**src/hw/rtl/vqm_ram.sv**
```systemverilog
`timescale 1ns / 1ps
// ----------------------------------------------------------------------------
// vqm_ram
// Single-port synchronous RAM with a registered read.
// ----------------------------------------------------------------------------
module vqm_ram #(
    parameter int Width = 8,
    parameter int Depth = 16
) (
    input  logic                     clk,
    input  logic                     we,
    input  logic [$clog2(Depth)-1:0] addr,
    input  logic [Width-1:0]         wdata,
    output logic [Width-1:0]         rdata
);

    logic [Width-1:0] mem [Depth];

    always_ff @(posedge clk)
    begin
        if (we)
        begin
            mem[addr] <= wdata;
        end
        rdata <= mem[addr];
    end

endmodule

```
**config.mk**
```make
export PLATFORM = sky130hd
export DESIGN_NAME = vqm_ram
export DESIGN_NICKNAME = d
export VERILOG_FILES = /design/src/hw/rtl/vqm_ram.sv
export SDC_FILE = /design/constraint.sdc
export NUM_CORES = 1
export LEC_CHECK = 0
export BUFFER_PORTS_ARGS = -buffer_cell sky130_fd_sc_hd__buf_2
export CORE_UTILIZATION = 65
export DETAILED_ROUTE_END_ITERATION = 7
export PLACE_DENSITY = 0.83
export SYNTH_ARGS = -nofsm -noshare
export SYNTH_HDL_FRONTEND = slang
export SYNTH_SLANG_ARGS = --single-unit
```
**constraint.sdc**
```tcl
create_clock -name clk -period 2.85 [get_ports clk]
set_input_delay 0.4275 -clock clk [delete_from_list [all_inputs] [get_ports clk]]
set_output_delay 0.4275 -clock clk [all_outputs]
set_load 0.01 [all_outputs]
```
==> results.toml, run 1 <==
[setup_path]
worstPathRequired_ps = 2990
path_buf_inv = 1
path_max_fanout = 27
path_delay_family = "simple AND/OR/NAND/NOR gates"
r2r-start = "mem[3][5]"
max_stage_delay_ps = 710
critPathLaunchType = "input port"
cp-end-kind = "register"
crit_chain = "buf_2, nand2b_1, nor2_1"
reg2reg_to = "rdata[5]"
cp_slowest_cell = "nor2_1"
cp.depth = 3
r2r_setup_slack_ps = 1410
critPathArrivalTime_ps = 1930
critPathKind = "in -> reg"
r2r_cells = 3

[floorplanning]
ios = 22
die_area_sq_um = 8150
die_h_um = 90.3
placementRows = 31
start_util_pct = 68.4
dieWidth_um = 90.3
core-area_sq_um = 7410

[routing]
drt-total-wl_um = 10700
drtPass1Iterations = 6
ant_nets = 0
viasPerCell = 6.71
vias = 2582
routedWlPerCell_um = 27.7
dr.first_iter.drc_count = 365
route.detailed.drc = 0

[placement]
placement.io_buffers = 21
dp_hpwl_um = 6050
placed_area_sq_um = 5350
gp_congestion = 0.762

[finish]
antenna_cells = 0
drive_gt1_share_pct = 33.9
nets = 287
syn2layout_area_growth_pct = 17.7
mostFrequentLayoutCells = "128 x edfxtp_1, 32 x mux4_2, 21 x buf_2"
layout_commonest_cell = "edfxtp_1"
stdcell_area_sq_um = 5960

[pwr]
peakVddDrop_v = 0.000715
p_leak_uw = 0.00198
power-per-cell-area_nw_per_um2 = 790

[synth]
ys_seq_area_share_pct = 79.0
syn_inst = 230
syn_area_sq_um = 5070
ys_ff_latch = 136
synth.distinct_cells = 18
yosysWarnings = 0
synth_nets = 244
syn_area_per_cell_sq_um = 22.0

[clocking]
clkLatencyLatePin_ps = 510
cts_buffers = 17
cts_num_sinks = 136
post_cts_buffers = 0
clockRootBuffer = "clkbuf_8"
holdBufCountCts = 0
ctsLongestPathBuffers = 2
cts_resized = 0
htreeDepth = 4
path_clk_slew_ps = 60
cts_tree = "done"

[run_status]
status = "completed"

[timing]
finalSetupViolCount = 0
hold_viol = 0
rsz0062_at_grt = "no"
maxSlewHeadroom_pct = 16.7
setup_tns_ps = 0
tightest_slew_ps = 1240
period_needed_ps = 1790
skew_ps = 5.78
fmax_ghz = 0.558
finalCritPeriodShare_pct = 62.9
drv_slew = 0
hold_ws_ps = 311

[global_routing]
grt_max_degree = 28
grtUsageTotal_pct = 29.6
grt_pass1_vias = 2671
grt_pass1_wl_um = 16400
globalRouteOverflowTotal = 0
antenna_found_initial = 0

[worst_hold_path]
hold_start = "wdata[5]"
hp-class = "in -> reg"
hold_end = "mem[6][5]"
worst_hold_path.num_cells = 1

[run]
maxCapViolations = 0
## final cells by class
class	count	area, sq um
Sequential cell	136	4000
Fill cell	326	1450
Multi-Input combinational cell	83	1000
Clock buffer	20	435
Timing Repair Buffer	35	223
Clock inverter	12	174
Tap cell	99	124
## synth_stat cells
cell      instances  area [sq um]
buf_6             2          22.5
buf_2             2          10.0
nand2_1           9          33.8
nand2b_1          2          12.5
nor3_1            4          20.0
edfxtp_1        128          3840
nand3_1           1          5.00
mux4_2           32           721
nor2_1           13          48.8
nor2b_1           2          12.5
clkbuf_2          1          5.00
clkbuf_1          2          7.51
a22oi_1          16           120
buf_1             4          15.0
and2_1            1          6.26
or3b_2            1          8.76
dfxtp_1           8           160
nand3b_1          2          15.0
## routing by layer
| layer | global-route usage, % | vias to the layer above | wire [um] |
|---|---|---|---|
| li1 | - | 1054 | - |
| met1 | 37.4 | 1285 | 3810 |
| met2 | 47.0 | 192 | 5430 |
| met3 | 8.42 | 51 | 914 |
| met4 | 16.5 | 0 | 522 |
| met5 | 0 | - | 0 |
## cells by family after synthesis
group / count (synthesis) / synth area share (%)
flops: 136 / 79.0
simple gates: 35 / 3.21
compound gates: 16 / 2.37
buf+inv: 11 / 1.19
mux: 32 / 14.2
## worst max path at each step
stage	startpoint	endpoint	slack, ps
after floorplan	addr[2]	mem[0][0]	930
after global placement	addr[1]	mem[10][6]	720
after detailed placement	addr[1]	mem[10][1]	610
after CTS	addr[1]	mem[10][2]	1120
after global routing	addr[1]	mem[10][2]	1030
final	addr[1]	mem[10][2]	1060
## sequential cells by signal (all words and copies together), names as in the netlist
signal / count
mem: 128
rdata: 8
## per-stage QoR
stage          instances  total power (uW)  setup WS (ps)  util [%]
5_1_grt              385              4810           1030      80.5
3_3_place_gp         353              2490            721      72.3
2_1_floorplan        230              2410            929         -
3_5_place_dp         353              2500            609      72.3
4_1_cts              385              4710           1120      80.5
6_report             385              4710           1060      80.5
## power by group
group / switching, uW / internal [uW]
Sequential: 18.1 / 2240
Combinational: 130 / 88.1
Clock: 797 / 1440
Note: power is estimated with default switching activity, not from simulation.
==> run 2: changes to the inputs <==
CORE_UTILIZATION = 60   (was 65)
PLACE_DENSITY = 0.78   (was 0.83)
clock period = 1.77 ns   (was 2.85 ns; I/O delays follow)
==> results.toml, run 2 (same netlist as run 1, synthesis figures left out) <==
[setup_path]
crit_chain = "mux4_2, a22oi_1, nand2_1"
path_buf_inv = 0
cp-end-kind = "register"
critPathCapture = "rdata[4]"
startpoint = "mem[7][4]"
path_max_fanout = 1
worstPathRequired_ps = 2170
reg2reg_to = "rdata[4]"
critPathKind = "reg -> reg"
path_delay_family = "multiplexers"
critPathArrivalTime_ps = 1750
r2r-start = "mem[7][4]"
max_stage_delay_ps = 500
cp.depth = 3
cp_slowest_cell = "mux4_2"
critPathLaunchType = "register"
r2r_cells = 3
r2r_setup_slack_ps = 430

[floorplanning]
die_area_sq_um = 8820
dieWidth_um = 93.9
die_h_um = 93.9
start_util_pct = 62.0
ios = 22
core-area_sq_um = 8180
placementRows = 33

[run_status]
status = "completed"

[routing]
routedWlPerCell_um = 24.0
vias = 2455
drt-total-wl_um = 9570
drtPass1Iterations = 4
ant_nets = 0
viasPerCell = 6.15
dr.first_iter.drc_count = 231
route.detailed.drc = 0

[timing]
setup_tns_ps = 0
hold_ws_ps = 131
rsz0062_at_grt = "no"
drv_slew = 0
maxSlewHeadroom_pct = 56.6
finalCritPeriodShare_pct = 75.9
period_needed_ps = 1340
hold_viol = 0
tightest_slew_ps = 649
finalSetupViolCount = 0
skew_ps = 8.22
fmax_ghz = 0.744

[run]
maxCapViolations = 0

[clocking]
path_clk_slew_ps = 60
ctsLongestPathBuffers = 2
clkLatencyLatePin_ps = 520
holdBufCountCts = 0
post_cts_buffers = 0
cts_buffers = 17
cts_num_sinks = 136
htreeDepth = 4
clockRootBuffer = "clkbuf_8"
cts_resized = 0
cts_tree = "done"

[finish]
layout_commonest_cell = "edfxtp_1"
mostFrequentLayoutCells = "128 x edfxtp_1, 32 x mux4_2, 21 x buf_2"
syn2layout_area_growth_pct = 20.6
register_area_sq_um = 4000
drive_gt1_share_pct = 36.7
largest-register = "mem"
fin_util_pct = 74.7
fillers = 445
stdcell_count = 399
antenna_cells = 0
nets = 295
largest_reg_flops = 128
stdcell_area_sq_um = 6110
multi_input_area_sq_um = 1000
reg_top3 = "mem (128), rdata (8)"

[global_routing]
grt_pass1_wl_um = 14500
antenna_found_initial = 0
grt_max_degree = 40
grt_pass1_vias = 2526
grtUsageTotal_pct = 24.8
globalRouteOverflowTotal = 0

[pwr]
p_leak_uw = 0.00207
peakVddDrop_v = 0.00107
power-per-cell-area_nw_per_um2 = 1290

[placement]
placed_area_sq_um = 5450
dp_hpwl_um = 5880
gp_congestion = 0.791
placement.io_buffers = 21
dp_cells = 367

[worst_hold_path]
hp-class = "in -> reg"
run 2: per-stage QoR:
| stage | power, uW | setup WS (ps) |
|---|---|---|
| 3_5_place_dp | 4040 | 113 |
| 5_1_grt | 8090 | 367 |
| 6_report | 7880 | 426 |
| 3_3_place_gp | 4020 | 130 |
| 2_1_floorplan | 3880 | 11.5 |
| 4_1_cts | 7920 | 413 |
run 2: worst register-to-register path, cell delays in order (launching register included):
cell and delay (ps):
edfxtp_1 370, mux4_2 500, a22oi_1 280, nand2_1 90
run 2: report_power, final:
group	leakage (uW)	internal (uW)	switching, uW
logic	0.000524	152	195
clock network	0.000319	2580	1330
registers	0.00122	3600	22.3
total	0.00207	6330	1550
run 2: cell type report:
| cell class | instances | share of cell area (%) |
|---|---|---|
| clock buffer | 17 | 6.78 |
| clock inverter | 15 | 4.08 |
| multi-input combinational | 83 | 16.4 |
| sequential | 136 | 65.5 |
| tap | 105 | 2.15 |
| timing repair buffer | 43 | 5.04 |
run 2: how the worst min path moves through the flow:
stage / startpoint / to / slack [ps] / depth (start not counted)
CTS: wdata[5] / mem[12][5] / 110 / 1
global placement: wdata[5] / mem[7][5] / 650 / 1
finish: wdata[7] / mem[8][7] / 130 / 1
floorplan: wdata[0] / mem[0][0] / 360 / 0
detailed placement: rdata[0] / rdata[0] / 660 / 1
global route: wdata[5] / mem[12][5] / 100 / 1
run 2: metal layers:
layer  GRT usage [%]  vias to the layer above  routed length [um]
li1                -                     1067                   -
met1            31.7                     1276                3770
met2            39.4                      106                5050
met3            9.39                        6                 673
met4            8.46                        0                  74
met5               0                        -                   0
==> run 3: changes to the inputs <==
CORE_UTILIZATION = 54   (was 60)
PLACE_DENSITY = 0.74   (was 0.78)
clock period = 1.2 ns   (was 1.77 ns; I/O delays follow)
==> results.toml, run 3 (same netlist as run 1, synthesis figures left out) <==
[setup_path]
critPathLaunchType = "register"
cp-end-kind = "register"
path_max_fanout = 1
critPathArrivalTime_ps = 1700
worstPathRequired_ps = 1600
critPathKind = "reg -> reg"

[global_routing]
grtUsageTotal_pct = 24.8
grt_pass1_vias = 2690
globalRouteOverflowTotal = 0
grt_pass1_wl_um = 16500
antenna_found_initial = 0
grt_max_degree = 22

[clocking]
htreeDepth = 4
post_cts_buffers = 0
path_clk_slew_ps = 60
clockRootBuffer = "clkbuf_8"
cts_buffers = 17
ctsLongestPathBuffers = 2
cts_num_sinks = 136
holdBufCountCts = 0
clkLatencyLatePin_ps = 520
cts_tree = "done"

[floorplanning]
placementRows = 34
start_util_pct = 57.0
ios = 22
core-area_sq_um = 8890
die_h_um = 98.9
die_area_sq_um = 9780
dieWidth_um = 98.9

[routing]
drt-total-wl_um = 10700
routedWlPerCell_um = 25.9
ant_nets = 0
route.detailed.drc = 0
drtPass1Iterations = 4
vias = 2559
dr.first_iter.drc_count = 262
viasPerCell = 6.20

[finish]
syn2layout_area_growth_pct = 28.9
nets = 306
reg_top3 = "mem (128), rdata (8)"
largest_reg_flops = 128
largest-register = "mem"
mostFrequentLayoutCells = "128 x edfxtp_1, 32 x mux4_2, 20 x buf_2"
antenna_cells = 0
stdcell_count = 413
layout_commonest_cell = "edfxtp_1"
drive_gt1_share_pct = 49.5

[timing]
fmax_ghz = 0.774
finalCritPeriodShare_pct = 108
period_needed_ps = 1290
hold_ws_ps = 58.9
tightest_slew_ps = 958
drv_slew = 0
finalSetupViolCount = 9
skew_ps = 14.7
setup_slack_ps = -92.7
maxSlewHeadroom_pct = 36.0
hold_viol = 0
rsz0062_at_grt = "yes"

[placement]
placement.io_buffers = 21
gp_congestion = 0.744
dp_cells = 381
dp_hpwl_um = 6500

[pwr]
p_leak_uw = 0.00218
peakVddDrop_v = 0.00177
power-per-cell-area_nw_per_um2 = 1740
finalPower_uw = 11300

[run_status]
status = "finished with violations"
violations = "setup timing"

[worst_hold_path]
hp-class = "in -> reg"

[run]
maxCapViolations = 0
-- run 3: cell count changes in the layout (fill, tap and decap cells not counted), moves of 3 or more --
| cell | delta |
|---|---|
| nor3_4 | +4 |
| a22oi_1 | -11 |
| buf_12 | +14 |
| nor2_4 | +12 |
| buf_4 | -3 |
| clkinv_2 | +3 |
| a22oi_2 | +11 |
| nor2_1 | -12 |
| nor3_1 | -4 |
-- run 3: worst max-delay path, stage by stage (launching register included) --
cell	delay, ps
edfxtp_1	390
mux4_2	530
a22oi_2	180
nand2_1	70
-- run 3: worst paths after layout --
kind                                    to  slack [ps]       start  cells past startpoint
worst min register to register    rdata[3]         680   mem[4][3]                      3
worst min-delay path            mem[12][2]          60    wdata[2]                      1
worst max-delay path              rdata[4]         -90  mem[11][4]                      3
worst max register to register    rdata[4]         -90  mem[11][4]                      3
-- run 3: routing by layer --
layer | up-vias | track usage [%] | part of all wire, %
met3 | 9 | 6.67 | 6.1
met4 | 0 | 8.50 | 1.2
met5 | - | 0 | 0
met2 | 100 | 38.2 | 49
li1 | 1087 | - | -
met1 | 1363 | 34.9 | 44
-- run 3: stage by stage --
stage / worst slack, ps / TNS (ps) / area [sq um] / util, %
after floorplan: -114 / -1680 / 5260 / -
after global placement: -391 / -19970 / 5860 / 65.9
after detailed placement: -418 / -21190 / 5860 / 65.9
after CTS: -106 / -577 / 6520 / 73.3
after global routing: -147 / -905 / 6530 / 73.5
final: -92.7 / -468 / 6530 / 73.5
-- run 3: area by class of cell --
| class | count | area [sq um] |
|---|---|---|
| Fill cell | 498 | 2360 |
| Tap cell | 108 | 135 |
| Sequential cell | 136 | 4010 |
| Timing Repair Buffer | 54 | 572 |
| Multi-Input combinational cell | 83 | 1210 |
| Clock inverter | 15 | 198 |
| Clock buffer | 17 | 414 |
-- run 3: power by group --
group,switching [uW],internal (uW)
clock,1960,3390
sequential,38.6,5310
combinational,362,289
total,2360,8990
-- run 3: timing repair --
item / CTS / global route
gates cloned: 0 / 0
endpoints found under the setup margin: 10 / 11
endpoints found under the hold margin: 0 / 0
pin swaps: 11 / 0
gates resized for setup: 11 / 3
